--- src/design/spdc_pkg.sv ---
// Package: shared types, status codes and the fixed command pattern table.
`default_nettype none
package spdc_pkg;

	localparam int MAX_PACKET_DEF = 16;
	localparam int MIN_PACKET     = 3;
	localparam int TABLE_SIZE     = 37;
	localparam int PREFIX_LEN     = 4;
	localparam int QUEUE_DEPTH    = 2;

	localparam logic [7:0] HEADER_MASK = 8'h80;
	localparam logic [7:0] TERMINATOR  = 8'hFF;

	typedef enum logic [2:0] {
		ST_OK         = 3'd0,
		ST_BAD_HEADER = 3'd1,
		ST_OVERFLOW   = 3'd2,
		ST_TIMEOUT    = 3'd3,
		ST_SHORT      = 3'd4
	} status_t;

	// One finished packet as handed from the deframer to the classifier.
	typedef struct packed {
		status_t               status;
		logic [4:0]            len;
		logic [3:0]            msg_type;
		logic [TABLE_SIZE-1:0] hits;
	} event_t;

	// Prefix bytes compared against packet bytes 1 to 4.
	localparam logic [7:0] TBL_PAT [TABLE_SIZE][PREFIX_LEN] = '{
		'{8'h01, 8'h00, 8'h01, 8'h00}, '{8'h01, 8'h04, 8'h00, 8'h00},
		'{8'h01, 8'h04, 8'h07, 8'h00}, '{8'h01, 8'h04, 8'h08, 8'h00},
		'{8'h01, 8'h04, 8'h0B, 8'h00}, '{8'h01, 8'h04, 8'h10, 8'h05},
		'{8'h01, 8'h04, 8'h18, 8'h01}, '{8'h01, 8'h04, 8'h35, 8'h00},
		'{8'h01, 8'h04, 8'h36, 8'h00}, '{8'h01, 8'h04, 8'h38, 8'h00},
		'{8'h01, 8'h04, 8'h39, 8'h00}, '{8'h01, 8'h04, 8'h47, 8'h00},
		'{8'h01, 8'h04, 8'h62, 8'h00}, '{8'h01, 8'h04, 8'h74, 8'h03},
		'{8'h09, 8'h04, 8'h00, 8'h00}, '{8'h09, 8'h04, 8'h38, 8'h00},
		'{8'h09, 8'h04, 8'h48, 8'h00}, '{8'h09, 8'h04, 8'h39, 8'h00},
		'{8'h09, 8'h04, 8'h47, 8'h00}, '{8'h09, 8'h04, 8'h4B, 8'h00},
		'{8'h09, 8'h04, 8'h62, 8'h00}, '{8'h30, 8'h01, 8'h00, 8'h00},
		'{8'h77, 8'h01, 8'h00, 8'h00}, '{8'h77, 8'h02, 8'h00, 8'h00},
		'{8'h30, 8'h02, 8'h00, 8'h00}, '{8'h40, 8'h00, 8'h00, 8'h00},
		'{8'h41, 8'h00, 8'h00, 8'h00}, '{8'h42, 8'h00, 8'h00, 8'h00},
		'{8'h50, 8'h00, 8'h00, 8'h00}, '{8'h50, 8'h00, 8'h00, 8'h00},
		'{8'h50, 8'h00, 8'h00, 8'h00}, '{8'h51, 8'h00, 8'h00, 8'h00},
		'{8'h52, 8'h00, 8'h00, 8'h00}, '{8'h61, 8'h41, 8'h00, 8'h00},
		'{8'h62, 8'h41, 8'h00, 8'h00}, '{8'h61, 8'h00, 8'h00, 8'h00},
		'{8'h62, 8'h00, 8'h00, 8'h00}
	};

	// Payload length (packet length less header and terminator).
	localparam logic [7:0] TBL_LEN [TABLE_SIZE] = '{
		8'd3, 8'd4, 8'd4, 8'd4, 8'd4, 8'd4, 8'd4, 8'd4, 8'd4, 8'd4,
		8'd4, 8'd7, 8'd4, 8'd4, 8'd3, 8'd3, 8'd3, 8'd3, 8'd3, 8'd3,
		8'd3, 8'd2, 8'd3, 8'd2, 8'd2, 8'd1, 8'd1, 8'd1, 8'd5, 8'd2,
		8'd1, 8'd1, 8'd1, 8'd2, 8'd2, 8'd2, 8'd2
	};

	// Number of prefix bytes that must match.
	localparam logic [7:0] TBL_CMP [TABLE_SIZE] = '{
		8'd3, 8'd3, 8'd3, 8'd3, 8'd3, 8'd4, 8'd4, 8'd3, 8'd4, 8'd3,
		8'd3, 8'd3, 8'd3, 8'd3, 8'd3, 8'd3, 8'd3, 8'd3, 8'd3, 8'd3,
		8'd3, 8'd2, 8'd2, 8'd2, 8'd2, 8'd1, 8'd1, 8'd1, 8'd1, 8'd1,
		8'd1, 8'd1, 8'd1, 8'd2, 8'd2, 8'd1, 8'd1
	};

endpackage
`default_nettype wire

--- src/design/spdc_if.sv ---
// Interfaces: the input word channel and the result word channel.
`default_nettype none
interface spdc_in_if;
	logic       valid;
	logic       ready;
	logic       operation;
	logic [7:0] rx_byte;
	modport source (output valid, operation, rx_byte, input ready);
	modport sink (input valid, operation, rx_byte, output ready);
endinterface

interface spdc_out_if;
	logic       valid;
	logic       ready;
	logic [2:0] status;
	logic [4:0] packet_length;
	logic [3:0] message_type;
	logic [5:0] command_id;
	modport source (output valid, status, packet_length, message_type, command_id,
		input ready);
	modport sink (input valid, status, packet_length, message_type, command_id,
		output ready);
endinterface
`default_nettype wire

--- src/design/serial_packet_deframer_classifier.sv ---
// Top level: serial packet deframer and command classifier.
// Usage: in_ch carries one word per handshake, either a received byte (operation 0)
// or a time tick (operation 1). out_ch gives one result word per finished,
// rejected, overflowed or timed-out packet: status, length, message type and
// the matched command number (0 when nothing matches).
// cfg_we/cfg_wdata write timeout_ticks; write it only while the block is idle.
// Throughput: one input word per cycle while the event queue is not full. A result
// word goes into the event queue at the edge that accepts the word closing the packet,
// and from the queue into the output register that drives out_ch.
// Pattern matching is done as bytes arrive, so the classifier only does a
// priority pick over 37 flags.
// When out_ch stalls, results collect in the two-entry event queue and in the
// output register; in_ch.ready drops only when the queue is full.
// Reset clears the packet state, the queue and the output valid; timeout_ticks
// resets to zero, which disables the timeout.
`default_nettype none
module serial_packet_deframer_classifier #(
	parameter int MAX_PACKET = spdc_pkg::MAX_PACKET_DEF
) (
	input  wire          clk,
	input  wire          arst_n,
	spdc_in_if.sink      in_ch,
	spdc_out_if.source   out_ch,
	input  wire          cfg_we,
	input  wire [15:0]   cfg_wdata
);
	import spdc_pkg::*;

	logic        q_full, q_not_empty, push, pop, acc;
	event_t      ev, q_data;
	logic [15:0] timeout_q;

	assign in_ch.ready = !q_full;
	assign acc         = in_ch.valid && !q_full;

	// Timeout register.
	always_ff @(posedge clk or negedge arst_n) begin
		if (!arst_n)
			timeout_q <= '0;
		else if (cfg_we)
			timeout_q <= cfg_wdata;
	end

	spdc_front #(.MAX_PACKET(MAX_PACKET)) u_front (
		.clk           (clk),
		.arst_n        (arst_n),
		.acc           (acc),
		.operation     (in_ch.operation),
		.rx_byte       (in_ch.rx_byte),
		.timeout_ticks (timeout_q),
		.q_full        (q_full),
		.push          (push),
		.ev            (ev)
	);

	spdc_queue u_queue (
		.clk       (clk),
		.arst_n    (arst_n),
		.push      (push),
		.wr_data   (ev),
		.pop       (pop),
		.full      (q_full),
		.not_empty (q_not_empty),
		.rd_data   (q_data)
	);

	spdc_back u_back (
		.clk         (clk),
		.arst_n      (arst_n),
		.q_not_empty (q_not_empty),
		.q_data      (q_data),
		.pop         (pop),
		.out_ch      (out_ch)
	);
endmodule
`default_nettype wire

--- src/design/spdc_front.sv ---
// Front end: deframes bytes and ticks, tracks per-pattern match flags, raises events.
`default_nettype none
module spdc_front #(
	parameter int MAX_PACKET = spdc_pkg::MAX_PACKET_DEF
) (
	input  wire                  clk,
	input  wire                  arst_n,
	input  wire                  acc,
	input  wire                  operation,
	input  wire  [7:0]           rx_byte,
	input  wire  [15:0]          timeout_ticks,
	input  wire                  q_full,
	output logic                 push,
	output spdc_pkg::event_t     ev
);
	import spdc_pkg::*;

	localparam int POS_W = $clog2(MAX_PACKET + 1);

	logic                  in_pkt_q, in_pkt_n;
	logic [POS_W-1:0]      pos_q, pos_n, pos_eff, count;
	logic [15:0]           gap_q, gap_n, gap_inc;
	logic [3:0]            type_q, type_n;
	logic [TABLE_SIZE-1:0] flags_q, flags_n, flags_upd, len_hit;
	logic                  opening;

	assign gap_inc = (gap_q != 16'hFFFF) ? gap_q + 16'd1 : gap_q;
	assign opening = !in_pkt_q;
	assign pos_eff = opening ? '0 : pos_q;
	assign count   = pos_eff + POS_W'(1);

	// Clear a pattern's flag when a byte at one of its compared positions differs; flag length hits.
	always_comb begin
		for (int e = 0; e < TABLE_SIZE; e++) begin
			flags_upd[e] = opening ? 1'b1 : flags_q[e];
			if (int'(TBL_CMP[e]) >= MAX_PACKET)
				flags_upd[e] = 1'b0;
			for (int k = 0; k < PREFIX_LEN; k++) begin
				if (k < int'(TBL_CMP[e]) && int'(pos_eff) == k + 1
						&& rx_byte != TBL_PAT[e][k])
					flags_upd[e] = 1'b0;
			end
			len_hit[e] = (8'(count) == TBL_LEN[e] + 8'd2);
		end
	end

	// Next state and event generation for one accepted word.
	always_comb begin
		in_pkt_n    = in_pkt_q;
		pos_n       = pos_q;
		gap_n       = gap_q;
		type_n      = type_q;
		flags_n     = flags_q;
		push        = 1'b0;
		ev.status   = ST_OK;
		ev.len      = '0;
		ev.msg_type = '0;
		ev.hits     = '0;
		if (acc) begin
			if (operation) begin
				if (in_pkt_q && timeout_ticks != 16'd0) begin
					gap_n = gap_inc;
					if (gap_inc >= timeout_ticks) begin
						push      = 1'b1;
						ev.status = ST_TIMEOUT;
						ev.len    = 5'(pos_q);
						in_pkt_n  = 1'b0;
						pos_n     = '0;
						gap_n     = '0;
					end
				end
			end else if (opening && (rx_byte & HEADER_MASK) == 8'h00) begin
				push      = 1'b1;
				ev.status = ST_BAD_HEADER;
				ev.len    = 5'd1;
			end else begin
				flags_n = flags_upd;
				gap_n   = '0;
				if (int'(pos_eff) == 1)
					type_n = rx_byte[7:4];
				if (rx_byte == TERMINATOR) begin
					push     = 1'b1;
					ev.len   = 5'(count);
					in_pkt_n = 1'b0;
					pos_n    = '0;
					if (int'(count) < MIN_PACKET) begin
						ev.status = ST_SHORT;
					end else begin
						ev.status   = ST_OK;
						ev.msg_type = type_q;
						ev.hits     = flags_upd & len_hit;
					end
				end else if (int'(count) >= MAX_PACKET) begin
					push      = 1'b1;
					ev.status = ST_OVERFLOW;
					ev.len    = 5'(count);
					in_pkt_n  = 1'b0;
					pos_n     = '0;
				end else begin
					in_pkt_n = 1'b1;
					pos_n    = count;
				end
			end
		end
	end

	// Control state.
	always_ff @(posedge clk or negedge arst_n) begin
		if (!arst_n) begin
			in_pkt_q <= 1'b0;
			pos_q    <= '0;
			gap_q    <= '0;
		end else begin
			in_pkt_q <= in_pkt_n;
			pos_q    <= pos_n;
			gap_q    <= gap_n;
		end
	end

	// Payload state: message type and match flags.
	always_ff @(posedge clk) begin
		type_q  <= type_n;
		flags_q <= flags_n;
	end

	a_idle_clear: assert property (@(posedge clk) disable iff (!arst_n)
		!in_pkt_q |-> (pos_q == '0 && gap_q == '0))
		else $error("idle deframer holds stale position or gap count");
	a_open_pos: assert property (@(posedge clk) disable iff (!arst_n)
		in_pkt_q |-> (pos_q != '0 && int'(pos_q) < MAX_PACKET))
		else $error("open packet position out of range");
	a_no_push_full: assert property (@(posedge clk) disable iff (!arst_n)
		push |-> !q_full)
		else $error("event raised while queue full");
endmodule
`default_nettype wire

--- src/design/spdc_queue.sv ---
// Short queue between the deframer and the classifier.
`default_nettype none
module spdc_queue (
	input  wire               clk,
	input  wire               arst_n,
	input  wire               push,
	input  spdc_pkg::event_t  wr_data,
	input  wire               pop,
	output logic              full,
	output logic              not_empty,
	output spdc_pkg::event_t  rd_data
);
	import spdc_pkg::*;

	localparam int PTR_W = $clog2(QUEUE_DEPTH);

	event_t             mem_q [QUEUE_DEPTH];
	logic [PTR_W-1:0]   wr_ptr_q, rd_ptr_q;
	logic [PTR_W:0]     cnt_q;

	assign full      = (int'(cnt_q) == QUEUE_DEPTH);
	assign not_empty = (cnt_q != '0);
	assign rd_data   = mem_q[rd_ptr_q];

	// Storage.
	always_ff @(posedge clk) begin
		if (push)
			mem_q[wr_ptr_q] <= wr_data;
	end

	// Pointers and fill count.
	always_ff @(posedge clk or negedge arst_n) begin
		if (!arst_n) begin
			wr_ptr_q <= '0;
			rd_ptr_q <= '0;
			cnt_q    <= '0;
		end else begin
			if (push)
				wr_ptr_q <= (int'(wr_ptr_q) == QUEUE_DEPTH - 1) ? '0 : wr_ptr_q + PTR_W'(1);
			if (pop)
				rd_ptr_q <= (int'(rd_ptr_q) == QUEUE_DEPTH - 1) ? '0 : rd_ptr_q + PTR_W'(1);
			cnt_q <= cnt_q + (PTR_W+1)'(push) - (PTR_W+1)'(pop);
		end
	end
endmodule
`default_nettype wire

--- src/design/spdc_back.sv ---
// Back end: picks the first matching pattern and holds the result word.
`default_nettype none
module spdc_back (
	input  wire               clk,
	input  wire               arst_n,
	input  wire               q_not_empty,
	input  spdc_pkg::event_t  q_data,
	output logic              pop,
	spdc_out_if.source        out_ch
);
	import spdc_pkg::*;

	logic       valid_q;
	logic [5:0] id;

	assign pop = q_not_empty && (!valid_q || out_ch.ready);

	// Priority pick of the lowest matching entry, numbered from one.
	always_comb begin
		id = '0;
		for (int e = TABLE_SIZE - 1; e >= 0; e--) begin
			if (q_data.hits[e])
				id = 6'(e + 1);
		end
	end

	always_ff @(posedge clk or negedge arst_n) begin
		if (!arst_n)
			valid_q <= 1'b0;
		else if (pop)
			valid_q <= 1'b1;
		else if (out_ch.ready)
			valid_q <= 1'b0;
	end

	// Output payload register.
	always_ff @(posedge clk) begin
		if (pop) begin
			out_ch.status        <= q_data.status;
			out_ch.packet_length <= q_data.len;
			out_ch.message_type  <= q_data.msg_type;
			out_ch.command_id    <= id;
		end
	end

	assign out_ch.valid = valid_q;
endmodule
`default_nettype wire
--- src/flat_wrapper.sv ---
// flat-port wrapper written by rule: the top's interface ports become plain ports
module serial_packet_deframer_classifier_flat import spdc_pkg::*;
#(
	parameter int MAX_PACKET = spdc_pkg::MAX_PACKET_DEF
)
  (clk, arst_n, cfg_we, cfg_wdata, in_ch_valid, in_ch_operation, in_ch_rx_byte, in_ch_ready, out_ch_valid, out_ch_status, out_ch_packet_length, out_ch_message_type, out_ch_command_id, out_ch_ready);
  spdc_in_if in_ch_i ();
  spdc_out_if out_ch_i ();
  input  wire clk;
  input  wire arst_n;
  input  wire cfg_we;
  input  wire [15:0] cfg_wdata;
  input wire logic [$bits(in_ch_i.valid)-1:0] in_ch_valid;
  input wire logic [$bits(in_ch_i.operation)-1:0] in_ch_operation;
  input wire logic [$bits(in_ch_i.rx_byte)-1:0] in_ch_rx_byte;
  output wire logic [$bits(in_ch_i.ready)-1:0] in_ch_ready;
  output wire logic [$bits(out_ch_i.valid)-1:0] out_ch_valid;
  output wire logic [$bits(out_ch_i.status)-1:0] out_ch_status;
  output wire logic [$bits(out_ch_i.packet_length)-1:0] out_ch_packet_length;
  output wire logic [$bits(out_ch_i.message_type)-1:0] out_ch_message_type;
  output wire logic [$bits(out_ch_i.command_id)-1:0] out_ch_command_id;
  input wire logic [$bits(out_ch_i.ready)-1:0] out_ch_ready;
  assign in_ch_i.valid = in_ch_valid;
  assign in_ch_i.operation = in_ch_operation;
  assign in_ch_i.rx_byte = in_ch_rx_byte;
  assign in_ch_ready = in_ch_i.ready;
  assign out_ch_valid = out_ch_i.valid;
  assign out_ch_status = out_ch_i.status;
  assign out_ch_packet_length = out_ch_i.packet_length;
  assign out_ch_message_type = out_ch_i.message_type;
  assign out_ch_command_id = out_ch_i.command_id;
  assign out_ch_i.ready = out_ch_ready;
  serial_packet_deframer_classifier #(.MAX_PACKET(MAX_PACKET)) u_core (.clk(clk), .arst_n(arst_n), .in_ch(in_ch_i), .out_ch(out_ch_i), .cfg_we(cfg_we), .cfg_wdata(cfg_wdata));
endmodule
--- config.mk ---
export PLATFORM = sky130hd
export DESIGN_NAME = serial_packet_deframer_classifier_flat
export DESIGN_NICKNAME = d
export VERILOG_FILES = /design/src/design/spdc_pkg.sv /design/src/design/spdc_if.sv /design/src/design/serial_packet_deframer_classifier.sv /design/src/design/spdc_front.sv /design/src/design/spdc_queue.sv /design/src/design/spdc_back.sv /design/src/flat_wrapper.sv
export SDC_FILE = /design/constraint.sdc
export NUM_CORES = 1
export LEC_CHECK = 0
export BUFFER_PORTS_ARGS = -buffer_cell sky130_fd_sc_hd__buf_2
export CAP_MARGIN = 20
export CELL_PAD_IN_SITES_DETAIL_PLACEMENT = 2
export CELL_PAD_IN_SITES_GLOBAL_PLACEMENT = 2
export CORE_MARGIN = 10
export CORE_UTILIZATION = 29
export DETAILED_ROUTE_END_ITERATION = 7
export GPL_ROUTABILITY_DRIVEN = 0
export PLACE_DENSITY_LB_ADDON = 0.1
export SLEW_MARGIN = 25
export SYNTH_ARGS = -nofsm -noshare
export SYNTH_HDL_FRONTEND = slang
export SYNTH_SLANG_ARGS = --single-unit
--- constraint.sdc ---
create_clock -name clk -period 12.8 [get_ports clk]
set_input_delay 1.28 -clock clk [delete_from_list [all_inputs] [get_ports clk]]
set_output_delay 1.28 -clock clk [all_outputs]
set_load 0.005 [all_outputs]
# After elaboration in Yosys (flattened, before gate mapping)
# Memory sizes are Yosys's and may differ from the RTL's.
# Cells that the tools add are included.
[word_totals] ff_bits=102 ram_bits=98 in_bits=30 out_inout_bits=20 elab_cells=336 mem_count=1
[classes] n_addsub=6 n_lt_le_gt_ge=3 eq_ne=44 mux=204 bitwise=3 n_reduce_logical=57
[memory_table] memory="u_core.u_queue.mem_q" words=2 word_bits=49 rd=1 rd_ports_with_merged_regs=0 write_ports=1 line="spdc_queue.sv:17" source="event_t mem_q [QUEUE_DEPTH];"
[op_table] cell="$mux W41" n=4
[op_table] cell="$mux W1" n=144
[op_table] cell="$mux W5" n=23
[op_table] cell="$ne A8 B7 Y1 const B" n=13
[op_table] cell="$mux W16" n=5
[op_table] cell="$mux W49" n=1
[op_table] cell="$logic_and A1 B1 Y1" n=40
[op_table] cell="$ne A8 B6 Y1 const B" n=5
[op_table] cell="$and A37 B37 Y37" n=1
[op_table] cell="$mux W6" n=6
[op_table] cell="$mux W4" n=8
[op_table] cell="$reduce_or A31 Y1" n=1
[op_table] cell="$eq A5 B3 Y1 const B" n=6
[op_table] cell="$mux W8" n=3
[op_table] cell="$ne A8 B3 Y1 const B" n=3
[op_table] cell="$ne A8 B4 Y1 const B" n=3
[op_table] cell="$mux W7" n=3
[op_table] cell="$add A16 B1 Y16 const B" n=1
[op_table] cell="$ge A16 B16 Y1" n=1
[op_table] cell="$ne A16 B16 Y1 const B" n=1
[op_table] cell="$ne A8 B5 Y1 const B" n=2
[op_table] cell="$reduce_bool A16 Y1" n=1
[op_table] cell="$mux W3" n=5
[op_table] cell="$reduce_or A15 Y1" n=1
[op_table] cell="25 further kinds" n=36

# Logic depth before layout (Yosys ltp)
# Gate-level depths: netlist (run 1).
# An unclocked memory read counts as a cell.
[logic_depth] ltp_word=37 depth_mapped=18

# By module
# A second synthesis (run 1) with hierarchy kept.
[hier_totals] hier_cells=813 hier_area_um2=10209.8
[modules_own_cells] mod="spdc_front" n_inst=1 cells_per_inst=507 area_per_inst_um2=4534.3
[modules_own_cells] mod="spdc_queue" n_inst=1 cells_per_inst=168 area_per_inst_um2=3988.8
[modules_own_cells] mod="spdc_back" n_inst=1 cells_per_inst=102 area_per_inst_um2=1027.2
[modules_own_cells] mod="serial_packet_deframer_classifier" n_inst=1 cells_per_inst=36 area_per_inst_um2=659.4

# Worst setup path before layout (run 1)
# No wires, ideal clock.
[synth_path] kind="reg-to-reg" startpoint="register u_core.u_front.gap_q[2]" endpoint="memory u_core.u_queue.mem_q[0][0] (netlist name), enable pin" arrival_time_ns=5.033 t_required_ns=12.344 slack_ns=7.311 path_stages_with_launch=15 path_buffers=2 period_less_slack_ns=5.489 path_cell_list="dfrtp_1 > buf_2 > nand4_1 > nor3_2 > a31oi_1 > and2_1 > xor2_1 > ha_1 > nand3_1 > nor3_1 > o211ai_1 > o2111ai_1 > clkbuf_1 > nand3_1 > nor2_1"
[synth_via] elab_chain_cells=9 word_cells_on_any_way=10 classes_between="add/sub (1); order compare (1); eq/ne (1); mux (7)"
[synth_rtl] element="start, declared" line="spdc_front.sv:22" source="logic [15:0] gap_q, gap_n, gap_inc;"
[synth_rtl] element="start signal, assigned" line="spdc_front.sv:116" source="gap_q <= gap_n;"
[synth_rtl] element="$add A16 B1 Y16 or $ne A16 B16 Y1 (tied branches)" line="spdc_front.sv:27" source="assign gap_inc = (gap_q != 16'hFFFF) ? gap_q + 16'd1 : gap_q;"
[synth_rtl] element="$mux W16 *" line="spdc_front.sv:27"
[synth_rtl] element="$ge A16 B16 Y1 *" line="spdc_front.sv:63" source="if (gap_inc >= timeout_ticks) begin"
[synth_rtl] element="$mux W1 *" line="spdc_front.sv:63"
[synth_rtl] element="$mux W1 *" line="spdc_front.sv:61" source="if (in_pkt_q && timeout_ticks != 16'd0) begin"
[synth_rtl] element="$mux W1 *" line="spdc_front.sv:60" source="if (operation) begin"
[synth_rtl] element="$mux W1 *" line="spdc_front.sv:59" source="if (acc) begin"
[synth_rtl] element="$mux W1 *" line="spdc_queue.sv:27" source="if (push)"
[synth_rtl] element="$mux W1 (not written as such) *" line="spdc_queue.sv:28" source="mem_q[wr_ptr_q] <= wr_data;"
[synth_rtl] element="end, declared" line="spdc_queue.sv:17"
# Mark *: on every way between the ends. The rest lies on a longest branch, timed or not.

# Final worst setup path (run 1)
[layout_path] startpoint="register u_core.u_front.gap_q[2]" endpoint="memory u_core.u_queue.mem_q[1][15] (netlist name), enable pin"
# The elaborated chain is that of the path after synthesis.

==> results.py, run 1 <==
metrics = {
    "global_routing": {
        "track_usage_pct": 14.5,
        "overflow": 0,
        "grt_max_degree": 82,
        "grt_pass1_vias": 7526,
        "grt_pass1_wl_um": 46700,
        "antenna_found_initial": 0,
    },
    "clocking": {
        "clk_pin_slew_ps": 90,
        "cts_root_buf": "clkbuf_16",
        "clockBufferDepth": 2,
        "cts_tree": "yes",
        "ctsHoldBuffers": 0,
        "cts_setup_buffers": 0,
        "worstSkewPairLatency_ps": 450,
        "clock-sinks": 200,
        "htreeDepth": 4,
        "cts_resized": 0,
        "cts_buffers": 17,
    },
    "final_layout": {
        "fin_nets": 968,
        "mostFrequentLayoutCells": "edfxtp_1 (157), nand2_1 (69), nor2_1 (53)",
        "syn_to_final_growth_pct": 13.8,
        "final_common_cell": "edfxtp_1",
        "drive_gt1_share_pct": 13.8,
        "antennaDiodeCount": 0,
        "final_area_um2": 11300,
    },
    "power_and_ir_drop": {
        "max-vdd-ir-drop_mv": 0.108,
        "finalPower_mw": 2.11,
        "pwr-share-clk_pct": 27.4,
        "p_per_area_nw_per_um2": 187,
        "seq_power_share_pct": 42.7,
        "switching_share_pct": 36.4,
        "p_sw_mw": 0.766,
        "p_leak_nw": 4.18,
        "comb_power_share_pct": 29.9,
        "p_int_mw": 1.34,
    },
    "logic_synthesis": {
        "ys_seq_elements": 200,
        "async_flop_share_pct": 21.5,
        "yosys.area.top_type": "edfxtp_1",
        "synth_area_um2": 9920,
        "synth_nets": 924,
        "ys.flop_type": "edfxtp_1",
        "syn_area_per_cell_um2": 11.4,
        "ys_types": 73,
        "ys_seq_area_share_pct": 58.4,
        "synth-edff-count": 157,
        "synth_top_area_share_pct": 47.5,
        "synthCells": 870,
        "ys_warn_count": 0,
        "synthTopCellsByArea": "edfxtp_1 (48%), dfrtp_1 (11%), ha_1 (3.0%), nand2_1 (2.6%), o21ai_0 (2.6%)",
    },
    "place": {
        "hpwl_um": 22000,
        "io_buffers": 49,
        "placed_cell_area_um2": 10700,
        "pre_cts_slack_ps": 8030,
    },
    "drt": {
        "drtPass1Iterations": 4,
        "drt_wl_total_um": 29700,
        "dr.first_iter.drc_count": 395,
        "dr_total_vias": 6945,
        "antenna_left": 0,
        "post_drt_via_cell_ratio": 5.05,
        "drc": 0,
        "drt-wirelength-per-cell_um": 21.6,
    },
    "floorplanning": {
        "die_w_um": 205,
        "start_util_pct": 29.5,
        "die_area_um2": 42000,
        "die_h_um": 205,
        "ios": 50,
        "row_count": 67,
        "core_area_um2": 33600,
    },
    "sta": {
        "max_clock_freq_ghz": 0.210,
        "setup-violations-final": 0,
        "worst_pin_slew_ps": 927,
        "min_period_ps": 4750,
        "setup_tns_ps": 0,
        "finalHoldViolCount": 0,
        "setup_slack_ps": 8050,
        "slew_headroom_pct": 37.3,
        "rsz0062_at_grt": "false",
        "drv_slew": 0,
        "skew_ps": 14.2,
        "fin_crit_sh_pct": 37.1,
    },
    "setup_path": {
        "worstSetupPathType": "flop to flop",
        "crit_required_ps": 12880,
        "start_kind": "flop",
        "cp_data_arrival_time_ps": 4840,
        "end_kind": "flop",
        "cp_max_fo": 49,
    },
    "status": {
        "status": "complete, no violations",
    },
    "hold_path": {
        "min_path_type": "flop to flop",
    },
    "flow_run": {
        "maxCapViolCount": 0,
    },
}
[synth_stat cells, drive strengths merged, types with 4 or more instances]
cell type / instances
buf: 20
nor3: 36
xnor2: 12
nand2b: 24
and3: 16
nand4: 13
a31oi: 8
dfrtp: 43
inv: 53
nor4: 17
nand2: 70
nor2b: 24
o21a: 7
and2: 29
nor3b: 10
o31ai: 5
mux2: 17
a22o: 7
o2bb2ai: 5
a21o: 4
a2bb2oi: 4
o32a: 4
o211ai: 5
o32ai: 11
o21ai: 51
a21oi: 42
nor2: 55
xor2: 5
clkbuf: 13
o211a: 7
a211oi: 7
o22ai: 10
ha: 24
edfxtp: 157
nand3: 11
[power groups by stage]
stage | sequential (mW) | combinational [mW] | clock [mW]
global route | 0.913 | 0.709 | 0.617
CTS | 0.902 | 0.643 | 0.593
global placement | 0.913 | 0.630 | 0
detailed placement | 0.915 | 0.639 | 0
floorplan | 0.901 | 0.431 | 0
finish | 0.899 | 0.630 | 0.577
[cell type report]
class                      instances  area [µm²]
fill                            3589       22300
sequential                       200        5790
multi-input combinational        584        3790
tap                              448         561
clock buffer                      17         425
timing repair buffer              58         313
clock inverter                    15         205
inverter                          53         199
[registers in the layout (all words and copies together), names as in the netlist]
signal                              cells
u_core.timeout_q                       16
u_core.u_back.out_ch.command_id         6
u_core.u_back.out_ch.message_type       4
u_core.u_back.out_ch.packet_length      5
u_core.u_back.out_ch.status             3
u_core.u_back.out_ch.valid              1
u_core.u_front.flags_q                 37
u_core.u_front.gap_q                   16
u_core.u_front.in_pkt_q                 1
u_core.u_front.pos_q                    5
u_core.u_front.type_q                   4
u_core.u_queue.cnt_q                    2
u_core.u_queue.mem_q                   98
u_core.u_queue.rd_ptr_q                 1
u_core.u_queue.wr_ptr_q                 1
[final timing paths]
kind | endpoint | cells past startpoint | slack (ps) | from
max in group asynchronous | u_core.u_queue.rd_ptr_q | 2 | 11450 | arst_n
min reg2reg | u_core.u_queue.cnt_q[1] | 1 | 530 | u_core.u_queue.cnt_q[1]
max reg2reg | u_core.u_queue.mem_q[1][15] | 14 | 8050 | u_core.u_front.gap_q[2]
min in group asynchronous | u_core.u_back.out_ch.valid | 2 | 920 | arst_n
max | u_core.u_queue.mem_q[1][15] | 14 | 8050 | u_core.u_front.gap_q[2]
min | u_core.u_queue.cnt_q[1] | 1 | 530 | u_core.u_queue.cnt_q[1]
[critical path: stages, from the launching register on]
cell	delay [ps]
dfrtp_1	520
nand4_1	370
nor3_2	430
a31oi_1	370
and2_1	310
xor2_1	150
ha_1	310
nand3_1	80
nor3_1	140
o211ai_1	130
o2111ai_1	200
buf_4	310
nand3_1	310
nor2_4	150
buf_4	550
[cells by family (layout without fill, tap and decap cells)]
logic type,Yosys count,after routing,synth area share [%]
flip-flops,200,200,58.4
XOR/XNOR,17,17,1.50
AND/OR/NAND/NOR,324,324,17.7
buffers and inverters,86,143,3.53
multiplexers,17,17,1.93
adder cells (fa/ha/maj),24,24,3.03
AO/OA/AOI/OAI,202,202,13.9
[metrics by stage]
step	utilization [%]	cells	hold WS (ps)
after floorplan	-	870	468
after global placement	31.7	1343	489
after detailed placement	31.7	1343	510
after CTS	33.6	1375	543
after global routing	33.6	1375	561
final	33.6	1375	531
[metal layers]
metal	up-vias	routed length, µm	global-route usage [%]	part of all wire (%)
met3	12	1080	2.59	3.6
met5	-	0	0	0
met2	78	12600	20.8	42
met1	3527	15800	22.0	53
li1	3328	-	-	-
met4	0	225	3.15	0.76
Power figures use the tool's default switching activity.
==> inputs of run 2 (changes only) <==
--- a/config.mk
+++ b/config.mk
@@ -5,6 +5,7 @@
 export SDC_FILE = /design/constraint.sdc
 export NUM_CORES = 1
 export LEC_CHECK = 0
+export ABC_AREA = 1
 export BUFFER_PORTS_ARGS = -buffer_cell sky130_fd_sc_hd__buf_2
 export CAP_MARGIN = 20
 export CELL_PAD_IN_SITES_DETAIL_PLACEMENT = 2
==> constraint.sdc (replaced) <==
create_clock -name clk -period 4.35 [get_ports clk]
set_input_delay 0.435 -clock clk [delete_from_list [all_inputs] [get_ports clk]]
set_output_delay 0.435 -clock clk [all_outputs]
set_load 0.005 [all_outputs]
==> results.py, run 2 <==
metrics = {
    "status": {
        "status": "complete, no violations",
    },
    "drt": {
        "post_drt_via_cell_ratio": 4.75,
        "antenna_left": 0,
        "drt-wirelength-per-cell_um": 18.7,
        "drc": 0,
        "drt_wl_total_um": 28000,
        "dr_total_vias": 7103,
        "drtPass1Iterations": 4,
        "dr.first_iter.drc_count": 256,
    },
    "logic_synthesis": {
        "synth_nets": 992,
        "ys_seq_elements": 200,
        "syn_area_per_cell_um2": 10.2,
        "synth_top_family_by_area": "simple AND/OR/NAND/NOR gates",
        "yosys.area.top_type": "edfxtp_1",
        "synthCells": 938,
        "synth_top_area_share_pct": 49.2,
        "muxShareOfSynthArea_pct": 3.80,
        "synthMostInstantiatedCell": "nand2_1",
        "synth-edff-count": 157,
        "synth_compound_area_share_pct": 7.40,
        "synth_fa_ha_area_share_pct": 3.13,
        "synthTopCellsByArea": "edfxtp_1 (49%), dfrtp_1 (11%), nand2_1 (7.2%), nor2_1 (4.8%), inv_1 (3.7%)",
        "synth_area_um2": 9580,
        "ys_types": 45,
        "synthTopCellsByCount": "nand2_1 (184), edfxtp_1 (157), nor2_1 (123)",
        "ys_warn_count": 0,
        "async_flop_share_pct": 21.5,
        "ys.flop_type": "edfxtp_1",
        "synth_xor_area_share_pct": 1.19,
        "ys_seq_area_share_pct": 60.4,
        "yosys.area_share.simple_pct": 17.9,
    },
    "hold_path": {
        "min_path_type": "primary input to flop",
        "holdCritStartpoint": "cfg_wdata[9]",
    },
    "power_and_ir_drop": {
        "finalPower_mw": 6.23,
        "max-vdd-ir-drop_mv": 0.273,
        "seq_power_share_pct": 41.9,
        "p_int_mw": 3.95,
        "p_leak_nw": 4.71,
        "p_sw_mw": 2.28,
        "pwr-share-clk_pct": 26.3,
        "switching_share_pct": 36.6,
        "comb_power_share_pct": 31.8,
        "p_per_area_nw_per_um2": 537,
    },
    "setup_path": {
        "worstSetupPathType": "flop to flop",
        "cp_data_arrival_time_ps": 4540,
        "cp_max_fo": 6,
        "end_kind": "flop",
        "r2r_slack_ps": 30,
        "path_depth": 31,
        "reg2reg_to": "u_core.u_queue.mem_q[1][10]",
        "crit_path_top_delay_cell": "dfrtp_1",
        "reg2regPathDepth": 31,
        "critical_path_buf_inv_count": 7,
        "r2r-start": "u_core.u_front.gap_q[1]",
        "setup.worst_path.end": "u_core.u_queue.mem_q[1][10]",
        "start_kind": "flop",
        "startpoint": "u_core.u_front.gap_q[1]",
        "crit_required_ps": 4560,
        "crit_top_cell": "nor2_4",
        "crit_family": "simple AND/OR/NAND/NOR gates",
        "cp_slowest_stage_delay_ps": 370,
    },
    "flow_run": {
        "maxCapViolCount": 0,
    },
    "global_routing": {
        "grt_pass1_vias": 7475,
        "grt_pass1_wl_um": 43400,
        "antenna_found_initial": 0,
        "grt_max_degree": 44,
        "overflow": 0,
        "track_usage_pct": 13.6,
    },
    "clocking": {
        "cts_tree": "yes",
        "htreeDepth": 4,
        "clk_pin_slew_ps": 90,
        "worstSkewPairLatency_ps": 450,
        "cts_root_buf": "clkbuf_16",
        "cts_buffers": 17,
        "clock-sinks": 200,
        "clockBufferDepth": 2,
    },
    "place": {
        "io_buffers": 49,
        "placed_cell_area_um2": 10600,
        "hpwl_um": 20300,
        "dpl.cell_count": 1440,
    },
    "final_layout": {
        "layout.cells.non_filler": 1494,
        "final_common_cell": "nand2_1",
        "syn_to_final_growth_pct": 21.0,
        "drive_gt1_share_pct": 18.3,
        "reg_top3": "u_core.u_queue.mem_q: 98 flops, u_core.u_front.flags_q: 37 flops",
        "final_area_um2": 11600,
        "finish.utilization_pct": 35.6,
        "largest_register_ffs": 98,
        "regMostFlops": "u_core.u_queue.mem_q",
        "antennaDiodeCount": 0,
        "mostFrequentLayoutCells": "nand2_1 (182), edfxtp_1 (157), nor2_1 (109)",
        "fin_nets": 1093,
    },
    "sta": {
        "skew_ps": 15.2,
        "setup-violations-final": 0,
        "setup_tns_ps": 0,
        "rsz0062_at_grt": "true",
        "slew_headroom_pct": 41.7,
        "worst_pin_slew_ps": 868,
        "finalHoldViolCount": 0,
        "drv_slew": 0,
        "fin_crit_sh_pct": 99.4,
        "min_period_ps": 4320,
        "max_clock_freq_ghz": 0.231,
    },
    "floorplanning": {
        "start_util_pct": 29.5,
        "row_count": 66,
        "die_area_um2": 40700,
        "core_area_um2": 32500,
        "die_h_um": 202,
        "ios": 50,
        "die_w_um": 202,
    },
}
-- run 2: worst reg2reg max path, delay by kind of cell (launching register included) --
| family | cells | cell delay [ps] |
|---|---|---|
| DFF | 1 | 370 |
| AOI/OAI and AO/OA | 7 | 950 |
| buffers and inverters | 7 | 710 |
| and+or+nand+nor | 15 | 1590 |
| adders and majority gates | 2 | 450 |
-- run 2: stage by stage --
step	setup slack [ps]	hold WS, ps
detailed placement	-88.9	494
CTS	12.8	159
global route	-344	182
finish	25.2	183
floorplan	8.79	139
global placement	58.0	507
-- run 2: how the worst min path moves through the flow --
stage,end,slack (ps),depth (start not counted)
after floorplan,u_core.timeout_q[0],140,0
after global placement,u_core.u_back.out_ch.message_type[2],510,2
after detailed placement,u_core.timeout_q[0],490,1
after CTS,u_core.timeout_q[6],160,3
after global routing,u_core.timeout_q[9],180,3
final,u_core.timeout_q[9],180,3
-- run 2: power groups by stage --
stage,Sequential [mW],Combinational (mW),Clock (mW)
4_1_cts,2.62,1.97,1.70
3_3_place_gp,2.64,1.91,0
2_1_floorplan,2.62,1.33,0
3_5_place_dp,2.66,1.95,0
6_report,2.61,1.98,1.64
5_1_grt,2.65,2.25,1.76
-- run 2: kinds of logic after synthesis --
group / after synthesis
AND/OR/NAND/NOR: 407
adder cells (fa/ha/maj): 24
multiplexers: 33
flip-flops: 200
buffers and inverters: 138
AO/OA/AOI/OAI: 123
XOR/XNOR: 13
-- run 2: what timing repair did --
item / in CTS / in global routing
resized for setup: 9 / 28
pin swaps: 6 / 23
gates cloned: 0 / 5
endpoints found under the hold margin: 27 / 0
setup buffers: 5 / 11
hold buffers: 1 / 0
endpoints found under the setup margin: 100 / 131
-- run 2: final cells by class --
type                    instances  area (µm²)
clock buffers                  17         425
inverters                     116         435
well taps                     442         553
flip-flops and latches        200        5790
fillers                      3591       20900
clock inverters                15         201
repair buffers                104         830
multi-input cells             600        3360
-- run 2: metal layers --
metal  vias to the layer above  routed length [µm]  track usage [%]
met5                         -                   0                0
met4                         0                 337             3.44
met3                        13                 849             2.38
met2                        77               13400             22.8
met1                      3574               13300             17.7
li1                       3439                   -                -
==> inputs of run 3 (changes only) <==
--- a/config.mk
+++ b/config.mk
@@ -12,6 +12,7 @@
 export CELL_PAD_IN_SITES_GLOBAL_PLACEMENT = 2
 export CORE_MARGIN = 10
 export CORE_UTILIZATION = 29
+export CTS_BUF_LIST = sky130_fd_sc_hd__clkbuf_2
 export DETAILED_ROUTE_END_ITERATION = 7
 export GPL_ROUTABILITY_DRIVEN = 0
 export PLACE_DENSITY_LB_ADDON = 0.1
==> results.py, run 3 (synthesis results as in run 2) <==
metrics = {
    "sta": {
        "fin_crit_sh_pct": 104,
        "rsz0062_at_grt": "true",
        "setup_slack_ps": -172,
        "worst_pin_slew_ps": 884,
        "setup-violations-final": 100,
        "slew_headroom_pct": 40.6,
        "max_clock_freq_ghz": 0.221,
        "min_period_ps": 4520,
        "whs_ps": 85.5,
        "skew_ps": 72.3,
        "setup_tns_ps": -10180,
        "drv_slew": 0,
        "finalHoldViolCount": 0,
    },
    "final_layout": {
        "fin_nets": 1168,
        "regMostFlops": "u_core.u_queue.mem_q",
        "final_area_um2": 12100,
        "final_common_cell": "nand2_1",
        "mostFrequentLayoutCells": "nand2_1 (180), edfxtp_1 (157), nor2_1 (108)",
        "largest_register_ffs": 98,
        "reg_top3": "u_core.u_queue.mem_q: 98 flops, u_core.u_front.flags_q: 37 flops",
        "syn_to_final_growth_pct": 26.2,
        "drive_gt1_share_pct": 20.2,
    },
    "flow_run": {
        "maxCapViolCount": 0,
    },
    "floorplanning": {
        "core_area_um2": 32500,
        "ios": 50,
        "die_w_um": 202,
        "row_count": 66,
        "die_h_um": 202,
        "start_util_pct": 29.5,
        "die_area_um2": 40700,
    },
    "place": {
        "hpwl_um": 20300,
        "placed_cell_area_um2": 10600,
        "pre_cts_slack_ps": -88.9,
        "io_buffers": 49,
    },
    "status": {
        "status": "finished with violations",
        "violations": "negative setup slack",
    },
    "setup_path": {
        "r2r-start": "u_core.u_front.gap_q[1]",
        "cp_slowest_stage_delay_ps": 480,
        "startpoint": "u_core.u_front.gap_q[1]",
        "crit_path_top_delay_cell": "dfrtp_1",
        "crit_required_ps": 4890,
        "cp_max_fo": 6,
        "cp_data_arrival_time_ps": 5060,
        "end_kind": "flop",
        "worstSetupPathType": "flop to flop",
        "crit_top_cell": "buf_4",
        "reg2regPathDepth": 31,
        "start_kind": "flop",
    },
    "clocking": {
        "cts_buffers": 17,
        "clockBufferDepth": 2,
        "clock-sinks": 200,
        "clk_pin_slew_ps": 380,
        "htreeDepth": 4,
        "cts_root_buf": "clkbuf_2",
        "worstSkewPairLatency_ps": 840,
        "cts_tree": "yes",
    },
    "hold_path": {
        "min_path_type": "primary input to flop",
        "holdCritStartpoint": "cfg_we",
        "hold_depth": 2,
    },
    "drt": {
        "dr.first_iter.drc_count": 328,
        "drt_wl_total_um": 29700,
        "post_drt_via_cell_ratio": 4.69,
        "drc": 0,
        "dr_total_vias": 7371,
        "drtPass1Iterations": 4,
        "antenna_left": 0,
        "drt-wirelength-per-cell_um": 18.9,
    },
    "global_routing": {
        "grt_pass1_vias": 7965,
        "overflow": 0,
        "track_usage_pct": 14.2,
        "grt_max_degree": 38,
        "grt_pass1_wl_um": 45600,
        "antenna_found_initial": 1,
    },
    "power_and_ir_drop": {
        "finalPower_mw": 5.76,
        "p_per_area_nw_per_um2": 476,
        "p_leak_nw": 4.91,
        "max-vdd-ir-drop_mv": 0.151,
    },
}
## run 3: cell types whose count changed in the layout (fill, tap and decap cells not counted), sizes merged
| cell | delta |
|---|---|
| buf | +20 |
| clkbuf | +2 |
| diode | +1 |
| dlygate4sd3 | +53 |
## run 3: layout make-up
type	instances	area, µm²
diodes	1	2.50
clock buffers	17	85.1
clock inverters	15	201
fillers	3560	20400
inverters	116	440
multi-input cells	600	3450
flip-flops and latches	200	5790
well taps	442	553
repair buffers	179	1580
## run 3: metrics by stage
stage               utilization (%)  cells
finish                         37.2   1570
global route                   37.2   1570
CTS                            35.7   1549
detailed placement             32.5   1440
global placement               32.5   1440
floorplan                         -    938
## run 3: final timing paths
kind                                                    endpoint  slack, ps
setup / recovery                      u_core.u_queue.mem_q[1][9]       -170
hold reg to reg            u_core.u_back.out_ch.packet_length[3]        550
setup reg to reg                      u_core.u_queue.mem_q[1][9]       -170
hold / removal                              u_core.timeout_q[12]         90
min in group asynchronous                    u_core.timeout_q[9]        550
max in group asynchronous                u_core.u_front.gap_q[0]       2390
## run 3: critical path, delay by kind of cell, from the launching register on
kind	cells	cell delay [ps]
buffers and inverters	14	1730
DFF	1	480
adders and majority gates	2	520
AOI/OAI and AO/OA	4	520
and+or+nand+nor	11	970
## run 3: repair_timing
| item | 4_1_cts | 5_1_grt |
|---|---|---|
| buffers inserted | 23 | 15 |
| cloned | 0 | 7 |
| pin swaps | 6 | 24 |
| gates resized for setup | 12 | 42 |
| endpoints found under the hold margin | 68 | 0 |
| hold buffers | 54 | 0 |
| endpoints found under the setup margin | 100 | 137 |
## run 3: power by group
group	internal [mW]	switching, mW	leakage (nW)
Sequential	2.48	0.134	2.01
Clock	0.217	0.781	0.163
Combinational	0.777	1.37	2.74
Total	3.48	2.28	4.91
## run 3: routing by layer
layer  up-vias  GRT usage (%)  part of all wire, %
met2        63           24.4                   49
li1       3576              -                    -
met4         0           3.22                 0.90
met3        12           2.27                  2.3
met1      3720           18.2                   47
met5         -              0                    0
